File: src/hdl/tkpf_pkg.sv
// shared types, constants and codes for the top-k pair frequency tracker
`default_nettype none
package tkpf_pkg;
    localparam int TOP_ENTRIES = 32;
    localparam int VALUE_BITS  = 32;
    localparam int IDX_W       = $clog2(TOP_ENTRIES);
    localparam int USED_W      = $clog2(TOP_ENTRIES + 1);

    localparam logic [1:0] CMD_CLEAR = 2'd0;
    localparam logic [1:0] CMD_FEED  = 2'd1;
    localparam logic [1:0] CMD_QUERY = 2'd2;
    localparam logic [1:0] CMD_NONE  = 2'd3;

    localparam logic [1:0] ST_OK       = 2'd0;
    localparam logic [1:0] ST_ORDER    = 2'd1;
    localparam logic [1:0] ST_SAT      = 2'd2;
    localparam logic [1:0] ST_OPEN_RUN = 2'd3;

    typedef struct packed {
        logic [1:0]  cmd;
        logic [31:0] first_value;
        logic [31:0] second_value;
        logic        last_pair;
    } tkpf_in_t;

    typedef struct packed {
        logic [1:0]  status;
        logic [31:0] estimate;
        logic        exact_match;
        logic [31:0] row_total;
        logic [31:0] distinct_total;
    } tkpf_out_t;

    typedef enum logic [3:0] {
        S_IDLE,
        S_DECODE,
        S_INS_RD,
        S_INS_CMP,
        S_SHIFT_RD,
        S_SHIFT_CMP,
        S_Q_RD,
        S_Q_CMP,
        S_DIV,
        S_OUT
    } tkpf_state_t;

    typedef struct packed {
        logic start;
        logic decode;
        logic ins_rd;
        logic ins_cmp;
        logic shift_rd;
        logic shift_cmp;
        logic q_rd;
        logic q_cmp;
        logic div_step;
        logic out_load;
    } tkpf_cmd_t;

    typedef struct packed {
        logic need_close;
        logic query_scan;
        logic scan_any;
        logic full;
        logic outr;
        logic pos_zero;
        logic pend2;
        logic q_hit;
        logic q_more;
        logic need_div;
        logic div_done;
        logic out_free;
    } tkpf_stat_t;
endpackage
`default_nettype wire

File: src/hdl/tkpf_ctrl.sv
// controller state machine sequencing feed, insertion, query and division
`default_nettype none
module tkpf_ctrl import tkpf_pkg::*; (
    input  wire logic       aclk,
    input  wire logic       aresetn,
    input  wire logic       in_go,
    input  wire tkpf_stat_t stat,
    output tkpf_cmd_t       cmd,
    output logic            busy
);
    tkpf_state_t state_reg, state_next;
    tkpf_state_t ins_done_next;

    assign ins_done_next = stat.pend2 ? S_INS_RD : S_OUT;

    always_ff @(posedge aclk) begin
        if (!aresetn) state_reg <= S_IDLE;
        else state_reg <= state_next;
    end

    always_comb begin
        state_next = state_reg;
        case (state_reg)
            S_IDLE:      if (in_go) state_next = S_DECODE;
            S_DECODE: begin
                if (stat.need_close) state_next = S_INS_RD;
                else if (stat.query_scan && stat.scan_any) state_next = S_Q_RD;
                else if (stat.query_scan && stat.need_div) state_next = S_DIV;
                else state_next = S_OUT;
            end
            S_INS_RD:    state_next = stat.full ? S_INS_CMP : S_SHIFT_RD;
            S_INS_CMP:   state_next = stat.outr ? S_SHIFT_RD : ins_done_next;
            S_SHIFT_RD:  state_next = stat.pos_zero ? ins_done_next : S_SHIFT_CMP;
            S_SHIFT_CMP: state_next = stat.outr ? S_SHIFT_RD : ins_done_next;
            S_Q_RD:      state_next = S_Q_CMP;
            S_Q_CMP: begin
                if (stat.q_hit) state_next = S_OUT;
                else if (stat.q_more) state_next = S_Q_RD;
                else if (stat.need_div) state_next = S_DIV;
                else state_next = S_OUT;
            end
            S_DIV:       if (stat.div_done) state_next = S_OUT;
            S_OUT:       if (stat.out_free) state_next = S_IDLE;
            default:     state_next = S_IDLE;
        endcase
    end

    always_comb begin
        cmd = '0;
        cmd.start = (state_reg == S_IDLE) && in_go;
        case (state_reg)
            S_DECODE:    cmd.decode = 1'b1;
            S_INS_RD:    cmd.ins_rd = 1'b1;
            S_INS_CMP:   cmd.ins_cmp = 1'b1;
            S_SHIFT_RD:  cmd.shift_rd = 1'b1;
            S_SHIFT_CMP: cmd.shift_cmp = 1'b1;
            S_Q_RD:      cmd.q_rd = 1'b1;
            S_Q_CMP:     cmd.q_cmp = 1'b1;
            S_DIV:       cmd.div_step = 1'b1;
            S_OUT:       cmd.out_load = stat.out_free;
            default:     cmd.out_load = 1'b0;
        endcase
        busy = (state_reg != S_IDLE);
    end

    assert property (@(posedge aclk) disable iff (!aresetn)
        (state_reg == S_OUT && !stat.out_free) |=> (state_reg == S_OUT))
        else $error("result dropped before output register freed");
    assert property (@(posedge aclk) disable iff (!aresetn)
        (state_reg == S_IDLE && in_go) |=> (state_reg == S_DECODE))
        else $error("accepted transaction not decoded");
    assert property (@(posedge aclk) disable iff (!aresetn)
        (state_reg == S_INS_RD && stat.full) |=> (state_reg == S_INS_CMP))
        else $error("insert compare skipped");
endmodule
`default_nettype wire

File: config.mk
export PLATFORM = sky130hd
export DESIGN_NAME = tkpf_ctrl
export DESIGN_NICKNAME = d
export VERILOG_FILES = /design/src/hdl/tkpf_pkg.sv /design/src/hdl/tkpf_ctrl.sv
export SDC_FILE = /design/constraint.sdc
export NUM_CORES = 1
export LEC_CHECK = 0
export ABC_CLOCK_PERIOD_IN_PS = 1500
export BUFFER_PORTS_ARGS = -buffer_cell sky130_fd_sc_hd__buf_2
export CORE_AREA = 5 5 42 44
export DETAILED_ROUTE_END_ITERATION = 10
export DIE_AREA = 0 0 47 49
export GPL_TIMING_DRIVEN = 0
export PLACE_DENSITY = 0.69
export REMOVE_ABC_BUFFERS = 1
export SLEW_MARGIN = 20
export SYNTH_ARGS = -nofsm -noshare
export SYNTH_HDL_FRONTEND = slang
export SYNTH_SLANG_ARGS = --single-unit
File: constraint.sdc
create_clock -name aclk -period 1.5 [get_ports aclk]
set_clock_uncertainty 0.2 [all_clocks]
set_input_delay 0.225 -clock aclk [delete_from_list [all_inputs] [get_ports aclk]]
set_output_delay 0.225 -clock aclk [all_outputs]
set_load 0.01 [all_outputs]
After elaboration in Yosys (flattened, before gate mapping)
Cells that the tools add are included.
{"block": "totals", "output_inout_bits": 11, "inputBits": 15, "elab_cells": 43, "reg_bits": 4}
{"block": "op_classes", "muxes": 23, "eq_ne": 12, "n_reduce_logical": 7}
{"cell": "$mux 4", "count": 10}
{"cell": "$pmux 4 s9", "count": 1}
{"cell": "$eq 4x3->1 const B", "count": 4}
{"cell": "$mux 1", "count": 11}
{"cell": "$eq 4x2->1 const B", "count": 2}
{"cell": "$eq 4x4->1 const B", "count": 2}
{"cell": "$ne 2x2->1 const B", "count": 3}
{"cell": "$eq 4x1->1 const B", "count": 1}
{"cell": "$logic_not 4->1", "count": 1}
{"cell": "$reduce_bool 4->1", "count": 1}
{"cell": "$logic_and 1x1->1", "count": 3}
{"cell": "$mux 3", "count": 1}
{"cell": "$reduce_and 3->1", "count": 1}
{"cell": "$reduce_or 2->1", "count": 1}

Longest topological paths before layout
Gate-level depths: netlist of run 1.
{"block": "depth", "ltp_word": 5, "depth_mapped": 5, "mapped_depth_nobuf": 4}

Least setup slack after synthesis of run 1
No wires, ideal clock.
{"block": "synth_timing", "path_kind": "register -> register", "from": "reg state_reg[2]", "to": "reg state_reg[1]", "path_stages_with_launch": 6, "setup_time_ps": 76, "n_path_buf": 1, "t_arrival_ps": 1315, "path_slack_ps": -90, "cell_sequence": "dfxtp_1 > buf_6 > or4b_4 > inv_1 > a221oi_1 > a21boi_0"}
{"block": "synth_between", "elab_chain_cells": 3}
{"item": "start, declared", "line_no": "tkpf_ctrl.sv:11", "text": "tkpf_state_t state_reg, state_next;"}
{"item": "start signal, assigned", "line_no": "tkpf_ctrl.sv:18", "text": "else state_reg <= state_next;"}
{"item": "$eq 4x3->1, or another cell as far along", "line_no": "tkpf_ctrl.sv:23", "text": "case (state_reg)"}
{"item": "$reduce_or 2->1 (no source line) or $ne 2x2->1 (tied branches)"}
{"item": "$pmux 4 s9 or $reduce_and 3->1 (tied branches)"}
Several ways; a longest one is shown, not always the timed one.
A chain may end at the register's enable or synchronous reset.

==> results of run 1 <==
-- layer usage --
metal	part of all wire, %	up-vias	routed length [µm]	global-route usage (%)
li1	-	349	-	-
met1	37	360	816	20.74
met2	50	41	1106	29.19
met3	7.5	10	165	7.380
met4	5.0	0	110	9.217
met5	0	-	0	0
-- worst min-delay path by stage --
stage,start,to,cells after the start
after detailed placement,aresetn,state_reg[3],2
after CTS,aresetn,state_reg[3],2
after global routing,aresetn,state_reg[3],2
final,aresetn,state_reg[3],2
after floorplan,aresetn,state_reg[3],1
after global placement,aresetn,state_reg[3],2
-- power groups by stage --
stage / clock network, mW / registers [mW] / logic, mW
after floorplan: 0 / 0.206 / 0.292
after global placement: 0 / 0.233 / 0.409
after detailed placement: 0 / 0.233 / 0.414
after CTS: 0.134 / 0.190 / 0.918
after global routing: 0.149 / 0.205 / 1.25
final: 0.130 / 0.202 / 1.18
-- cell families (layout without fill, tap and decap cells) --
group | after synthesis | after routing | synth area share [%]
AND/OR/NAND/NOR | 34 | 34 | 41.99
buffers and inverters | 10 | 58 | 10.23
AO/OA/AOI/OAI | 19 | 19 | 29.14
XOR/XNOR | 1 | 1 | 1.838
flip-flops | 4 | 4 | 16.80
-- synthesized netlist by cell type, types with 2 or more instances --
library cell  number
nand2_1            4
nor3_1             5
a221oi_1           2
o21ai_0            2
dfxtp_1            4
a211oi_1           2
buf_2              3
or4bb_1            2
inv_1              6
nand2b_1           4
a21oi_1            5
nor4_1             4
nor2_1             8
-- repair_timing --
item                                    4_1_cts  5_1_grt
endpoints found under the setup margin       15       15
buffers inserted                             20        4
cloned                                        1        0
pin swaps                                    10        9
resized for setup                            34       27
-- worst register-to-register path, cell delays in order, from the launching register on --
cell      delay (ns)
dfxtp_4         0.36
buf_6           0.14
or4bb_1         0.51
a21oi_2         0.15
a211oi_1        0.07
a31oi_1         0.16
-- stage by stage --
stage | cell area (µm²) | instances
2_1_floorplan | 450.4 | 64
3_3_place_gp | 595.6 | 105
3_5_place_dp | 595.6 | 105
4_1_cts | 905.9 | 129
5_1_grt | 1042 | 132
6_report | 1042 | 132
-- cell type report --
| cell class | instances | area [µm²] |
|---|---|---|
| Multi-Input combinational cell | 54 | 515.5 |
| Timing Repair Buffer | 49 | 364.1 |
| Fill cell | 102 | 359.1 |
| Sequential cell | 4 | 95.09 |
| Inverter | 6 | 25.02 |
| Clock buffer | 3 | 22.52 |
| Tap cell | 16 | 20.02 |
==> results.py, run 1 <==
metrics = {
    "yosys": {
        "synth_cell_types": 30,
        "yosysTopAreaCellShare_pct": 16.80,
        "synth_cells": 68,
        "synth_top_area_cell": "dfxtp_1",
        "synth-seq-cells": 4,
        "syn-cell-area_um2": 476.7,
        "synth_ff_type": "dfxtp_1",
        "synth_seq_area_share_pct": 16.80,
        "async_flop_share_pct": 0,
        "ys.warnings.count": 0,
        "ys_top_cells_by_area": "dfxtp_1 17%, nor2_1 6.3%, a21oi_1 5.2%, nand2b_1 5.2%, nor3_1 5.2%",
        "synth_edf_count": 0,
        "syn_area_per_cell_um2": 7.010,
    },
    "floorplanning": {
        "num_io_pins": 26,
        "die_y_um": 49,
        "num_rows": 14,
        "start_util_pct": 34.02,
        "die-area_um2": 2303,
        "core_area_um2": 1401,
        "die_w_um": 47,
    },
    "timing": {
        "layout_worst_path_cycle_share_pct": 114.7,
        "setup_violations": 14,
        "finalHoldViolCount": 0,
        "finalMaxSlewViolations": 0,
        "worstMarginPinSlew_ns": 0.4178,
        "finalSetupTns_ns": -1.634,
        "finalWorstSetupSlack_ns": -0.2207,
        "fmax_ghz": 0.5812,
        "min_period_ns": 1.721,
        "rsz0062_at_grt": "yes",
        "slew_headroom_pct": 71.89,
        "hold_ws_ns": 0.04872,
    },
    "final_layout": {
        "final_cell_mix": "21 x buf_2, 16 x buf_4, 11 x buf_6",
        "areaGrowthSynthToFinish_pct": 118.6,
        "finalNetCount": 133,
        "finish.utilization_pct": 74.38,
        "drive_gt1_share_pct": 71.55,
        "layout_commonest_cell": "buf_2",
        "diodes": 0,
        "largest_reg_flops": 4,
    },
    "cts": {
        "cts_max_level": 1,
        "clk_latency_ns": 0.23,
        "cts_hold_buffers": 0,
        "tritoncts": "done",
        "cts.sinks": 4,
        "ctsLongestPathBuffers": 2,
        "numCtsBuffers": 3,
        "clock-root-buffer": "clkbuf_4",
        "clk_pin_slew_worst_paths_ns": 0.04,
    },
    "worst_setup_path": {
        "crit_end": "cmd[8]",
        "crit_arrival_ns": 1.30,
        "cpPeakStageDelay_ns": 0.55,
        "r2r_start": "state_reg[0]",
        "cp_cell_sequence": "or4b_4 > inv_2 > buf_6",
        "r2r-end": "state_reg[0]",
        "cp.buffers_inverters": 2,
        "required_ns": 1.07,
        "rrSetupSlack_ns": -0.18,
        "startpoint": "state_reg[1]",
        "crit_family": "simple AND/OR/NAND/NOR gates",
        "reg2reg_depth": 5,
        "cp.depth": 3,
        "cpMaxStageDelayCell": "or4b_4",
        "cp-start-kind": "flop",
        "cp_max_fo": 3,
        "criticalPathCategory": "reg -> out",
        "endpoint_kind": "output pin",
    },
    "pwr": {
        "p_int_mw": 0.8597,
        "clkPwrFrac_pct": 8.6,
        "netSwitchingFraction_pct": 43.15,
        "p_total_mw": 1.512,
        "p_per_area_nw_per_um2": 1451,
        "leakagePower_nw": 0.4523,
        "p_seq_share_pct": 13.3,
        "combPwrFrac_pct": 78.1,
        "switching_power_mw": 0.6525,
        "vdd_ir_drop_max_mv": 1.214,
    },
    "grt": {
        "grt_pass1_vias": 737,
        "antenna_found_initial": 0,
        "grt_pass1_wl_um": 3174,
        "track_usage_pct": 18.55,
        "overflow": 0,
        "grt_max_degree": 9,
    },
    "placement": {
        "post-place-ws_ns": -0.3096,
        "dp_hpwl_um": 1056,
        "gp_congestion": 0.7531,
        "portBuffers": 25,
    },
    "detailed_routing": {
        "wl_per_cell_um": 16.65,
        "ant_nets": 0,
        "drt_iter0_drc": 10,
        "drtPass1Iterations": 4,
        "vias": 760,
        "routed_wl_um": 2198,
        "avgViaCountPerCell": 5.758,
        "drc": 0,
    },
    "status": {
        "status": "finished, violations left",
        "violations": "negative setup slack",
    },
    "hold_path": {
        "hp-class": "in -> reg",
    },
    "flow_run": {
        "cap_violations": 0,
    },
}
Power figures use the tool's default switching activity.
==> run 2: changes to the inputs <==
--- a/config.mk
+++ b/config.mk
@@ -7,9 +7,9 @@
 export LEC_CHECK = 0
 export ABC_CLOCK_PERIOD_IN_PS = 1500
 export BUFFER_PORTS_ARGS = -buffer_cell sky130_fd_sc_hd__buf_2
-export CORE_AREA = 5 5 42 44
+export CORE_AREA = 2 2 39 41
 export DETAILED_ROUTE_END_ITERATION = 10
-export DIE_AREA = 0 0 47 49
+export DIE_AREA = 0 0 41 43
 export GPL_TIMING_DRIVEN = 0
 export PLACE_DENSITY = 0.69
 export REMOVE_ABC_BUFFERS = 1
@@ -17,3 +17,4 @@
 export SYNTH_ARGS = -nofsm -noshare
 export SYNTH_HDL_FRONTEND = slang
 export SYNTH_SLANG_ARGS = --single-unit
+export TNS_END_PERCENT = 20
==> results.py, run 2 (synthesis results as in run 1) <==
metrics = {
    "status": {
        "status": "finished, violations left",
        "violations": "negative setup slack",
    },
    "final_layout": {
        "final_cell_mix": "24 x buf_2, 8 x buf_4, 6 x nor2_1",
        "areaGrowthSynthToFinish_pct": 65.62,
        "fill_cells": 130,
        "diodes": 0,
        "layout_commonest_cell": "buf_2",
        "drive_gt1_share_pct": 54.37,
        "fin_cells": 119,
        "largest_reg_flops": 4,
        "finish.utilization_pct": 57.05,
        "finalNetCount": 120,
    },
    "pwr": {
        "vdd_ir_drop_max_mv": 0.8354,
        "leakagePower_nw": 0.3515,
        "p_per_area_nw_per_um2": 1332,
    },
    "placement": {
        "dp_hpwl_um": 989.2,
        "portBuffers": 25,
        "post-place-ws_ns": -0.3106,
        "gp_congestion": 0.7911,
        "placed_cells": 105,
    },
    "cts": {
        "numCtsBuffers": 3,
        "cts_max_level": 1,
        "cts.sinks": 4,
        "tritoncts": "done",
        "clk_latency_ns": 0.23,
        "clk_pin_slew_worst_paths_ns": 0.04,
        "clock-root-buffer": "clkbuf_4",
        "ctsLongestPathBuffers": 2,
        "cts_hold_buffers": 0,
    },
    "timing": {
        "setup_violations": 15,
        "hold_ws_ns": 0.05805,
        "slew_headroom_pct": 73.41,
        "finalWorstSetupSlack_ns": -0.2371,
        "finalHoldViolCount": 0,
        "min_period_ns": 1.737,
        "fmax_ghz": 0.5757,
        "rsz0062_at_grt": "yes",
        "layout_worst_path_cycle_share_pct": 115.8,
        "finalMaxSlewViolations": 0,
        "worstMarginPinSlew_ns": 0.3953,
    },
    "detailed_routing": {
        "avgViaCountPerCell": 5.555,
        "vias": 661,
        "ant_nets": 0,
        "drc": 0,
        "wl_per_cell_um": 12.65,
        "routed_wl_um": 1505,
        "drtPass1Iterations": 4,
        "drt_iter0_drc": 12,
    },
    "floorplanning": {
        "die_w_um": 41,
        "num_io_pins": 26,
        "die_y_um": 43,
        "num_rows": 14,
        "die-area_um2": 1763,
        "core_area_um2": 1384,
        "start_util_pct": 34.45,
    },
    "hold_path": {
        "holdPathStages": 2,
        "hp-class": "in -> reg",
        "whs_endpoint": "state_reg[3]",
        "hp-start": "aresetn",
    },
    "grt": {
        "grt_pass1_vias": 562,
        "grt_busiest_layer": "met2",
        "use_met3_pct": 4.712,
        "grt_max_degree": 14,
        "track_usage_pct": 18.05,
        "overflow": 0,
        "antenna_found_initial": 0,
        "grt_pass1_wl_um": 2256,
        "grtUsageMet2_pct": 31.25,
        "use_met1_pct": 21.79,
    },
    "worst_setup_path": {
        "rrSetupSlack_ns": -0.19,
        "r2r-end": "state_reg[0]",
        "required_ns": 1.07,
        "reg2reg_depth": 5,
        "endpoint_kind": "output pin",
        "cp_max_fo": 13,
        "startpoint": "state_reg[3]",
        "criticalPathCategory": "reg -> out",
        "r2r_start": "state_reg[3]",
        "cp-start-kind": "flop",
        "crit_arrival_ns": 1.31,
    },
    "flow_run": {
        "cap_violations": 0,
    },
}
-- run 2: cell count changes in the layout (fill, tap and decap cells not counted), sizes merged --
cell / change
buf: -13
-- run 2: area by class of cell --
class                   instances  area, µm²  area share, %
well taps                      16      20.02          2.536
multi-input cells              54      404.1          51.19
repair buffers                 36      225.2          28.53
clock buffers                   3      22.52          2.853
inverters                       6      22.52          2.853
flip-flops and latches          4      95.09          12.04
-- run 2: power by group --
group | switching, mW | internal, mW | leakage (nW)
clock network | 0.0400 | 0.0891 | 0.0138
logic | 0.356 | 0.365 | 0.302
registers | 0.0499 | 0.152 | 0.0356
total | 0.446 | 0.606 | 0.351
-- run 2: critical path, cell delays in order (launching register included) --
cell     delay, ns
dfxtp_4       0.38
or4b_4        0.52
inv_2         0.08
buf_6         0.10
-- run 2: per-stage QoR --
stage / instance area [µm²] / power (mW) / TNS (ns)
CTS: 764.5 / 1.016 / -1.387
detailed placement: 595.6 / 0.6402 / -1.910
global route: 789.5 / 1.126 / -2.343
global placement: 595.6 / 0.6370 / -1.895
finish: 789.5 / 1.051 / -1.455
floorplan: 450.4 / 0.4976 / -0.6505
-- run 2: how the worst max path moves through the flow --
| stage | end | slack (ns) | cells after the start |
|---|---|---|---|
| floorplan | state_reg[1] | -0.18 | 4 |
| global placement | state_reg[0] | -0.32 | 4 |
| detailed placement | state_reg[0] | -0.31 | 4 |
| CTS | cmd[8] | -0.23 | 3 |
| global route | cmd[8] | -0.27 | 3 |
| finish | cmd[8] | -0.24 | 3 |
-- run 2: what timing repair did --
action | CTS | global route
buffers inserted | 11 | 0
pin swaps | 4 | 2
setup endpoints to repair | 15 | 15
gates resized for setup | 21 | 5
gates cloned | 0 | 0
-- run 2: routing by layer --
metal | up-vias | wire length (µm)
li1 | 329 | -
met1 | 306 | 630
met2 | 26 | 761
met3 | 0 | 113
met4 | 0 | 0
met5 | - | 0
==> run 3: changes to the inputs <==
--- a/config.mk
+++ b/config.mk
@@ -13,6 +13,7 @@
 export GPL_TIMING_DRIVEN = 0
 export PLACE_DENSITY = 0.69
 export REMOVE_ABC_BUFFERS = 1
+export SKIP_CTS_REPAIR_TIMING = 1
 export SLEW_MARGIN = 20
 export SYNTH_ARGS = -nofsm -noshare
 export SYNTH_HDL_FRONTEND = slang
==> constraint.sdc (replaced) <==
create_clock -name aclk -period 1.5 [get_ports aclk]
set_clock_uncertainty 0.2 [all_clocks]
set_input_delay 0.225 -clock aclk [delete_from_list [all_inputs] [get_ports aclk]]
set_output_delay 0.225 -clock aclk [all_outputs]
set_load 0.005 [all_outputs]
==> results.py, run 3 (synthesis results as in run 1) <==
metrics = {
    "final_layout": {
        "drive_gt1_share_pct": 52.00,
        "layout_commonest_cell": "buf_2",
        "largest_reg_flops": 4,
        "final_cell_mix": "26 x buf_2, 6 x nor2_1, 5 x buf_4",
        "areaGrowthSynthToFinish_pct": 58.27,
        "finalNetCount": 117,
        "fill_cells": 130,
        "diodes": 0,
    },
    "timing": {
        "min_period_ns": 1.756,
        "fmax_ghz": 0.5695,
        "finalMaxSlewViolations": 0,
        "worstMarginPinSlew_ns": 0.4207,
        "finalHoldViolCount": 0,
        "slew_headroom_pct": 71.69,
        "rsz0062_at_grt": "yes",
        "setup_violations": 12,
        "layout_worst_path_cycle_share_pct": 117.1,
        "finalSetupTns_ns": -1.013,
        "finalWorstSetupSlack_ns": -0.2560,
    },
    "floorplanning": {
        "die-area_um2": 1763,
        "start_util_pct": 34.45,
        "core_area_um2": 1384,
        "num_rows": 14,
        "num_io_pins": 26,
        "die_w_um": 41,
        "die_y_um": 43,
    },
    "detailed_routing": {
        "avgViaCountPerCell": 5.474,
        "routed_wl_um": 1519,
        "drc": 0,
        "drt_iter0_drc": 11,
        "drtPass1Iterations": 4,
        "wl_per_cell_um": 13.09,
        "vias": 635,
        "ant_nets": 0,
    },
    "grt": {
        "grt_max_degree": 16,
        "grt_pass1_vias": 443,
        "overflow": 0,
        "grt_pass1_wl_um": 1759,
        "track_usage_pct": 14.16,
        "antenna_found_initial": 0,
    },
    "hold_path": {
        "hp-start": "aresetn",
        "holdPathStages": 2,
        "hp-class": "in -> reg",
    },
    "worst_setup_path": {
        "startpoint": "state_reg[1]",
        "criticalPathCategory": "reg -> out",
        "required_ns": 1.07,
        "r2r_start": "state_reg[0]",
        "crit_family": "simple AND/OR/NAND/NOR gates",
        "cp.buffers_inverters": 2,
        "cp_max_fo": 6,
        "cp_cell_sequence": "or4b_4 > inv_2 > buf_2",
        "cpPeakStageDelay_ns": 0.57,
        "reg2reg_depth": 5,
        "cpMaxStageDelayCell": "or4b_4",
        "cp.depth": 3,
        "endpoint_kind": "output pin",
        "rrSetupSlack_ns": -0.19,
        "crit_arrival_ns": 1.33,
        "cp-start-kind": "flop",
    },
    "pwr": {
        "leakagePower_nw": 0.3672,
        "vdd_ir_drop_max_mv": 0.8894,
        "p_per_area_nw_per_um2": 1235,
        "p_total_mw": 0.9320,
    },
    "placement": {
        "dp_hpwl_um": 989.2,
        "gp_congestion": 0.7911,
        "portBuffers": 25,
    },
    "cts": {
        "tritoncts": "done",
        "numCtsBuffers": 3,
        "cts_max_level": 1,
        "clock-root-buffer": "clkbuf_4",
        "cts.sinks": 4,
        "clk_pin_slew_worst_paths_ns": 0.04,
        "clk_latency_ns": 0.23,
        "ctsLongestPathBuffers": 2,
    },
    "status": {
        "violations": "negative setup slack",
        "status": "finished, violations left",
    },
    "flow_run": {
        "cap_violations": 0,
    },
}
-- run 3: cell types whose count changed in the layout (fill, tap and decap cells not counted), sizes merged --
cell	previous run	this run
dlymetal6s2s	0	1
buf	36	32
-- run 3: layout make-up --
cell class / count / area [µm²] / share of cell area (%)
clock buffer: 3 / 22.52 / 2.985
inverter: 6 / 25.02 / 3.317
multi-input combinational: 54 / 396.6 / 52.57
sequential: 4 / 95.09 / 12.60
tap: 16 / 20.02 / 2.653
timing repair buffer: 33 / 195.2 / 25.87
-- run 3: metrics by stage --
stage	area (µm²)	hold WS, ns	cells	worst slack (ns)	utilization, %
2_1_floorplan	450.4	0.1529	64	-0.1568	-
3_3_place_gp	595.6	0.3045	105	-0.3159	43.04
3_5_place_dp	595.6	0.3047	105	-0.3106	43.04
4_1_cts	618.1	0.05889	108	-0.5075	44.67
5_1_grt	754.5	0.05764	116	-0.2850	54.52
6_report	754.5	0.05387	116	-0.2560	54.52
-- run 3: worst paths after layout --
kind                  endpoint
setup / recovery        cmd[8]
hold / removal    state_reg[3]
setup reg to reg  state_reg[0]
hold reg to reg   state_reg[1]
-- run 3: where the power goes --
group          internal [mW]  switching, mW  total [mW]
clock network         0.0892         0.0404       0.130
logic                  0.291          0.287       0.578
registers              0.152         0.0721       0.224
total                  0.533          0.399       0.932
-- run 3: per-layer routing --
layer	routed length [µm]	share of wire, %	track usage, %
met5	0	0	0
met2	739	49	20.94
met1	656	43	19.94
met4	0	0	2.000
met3	122	8.0	4.712
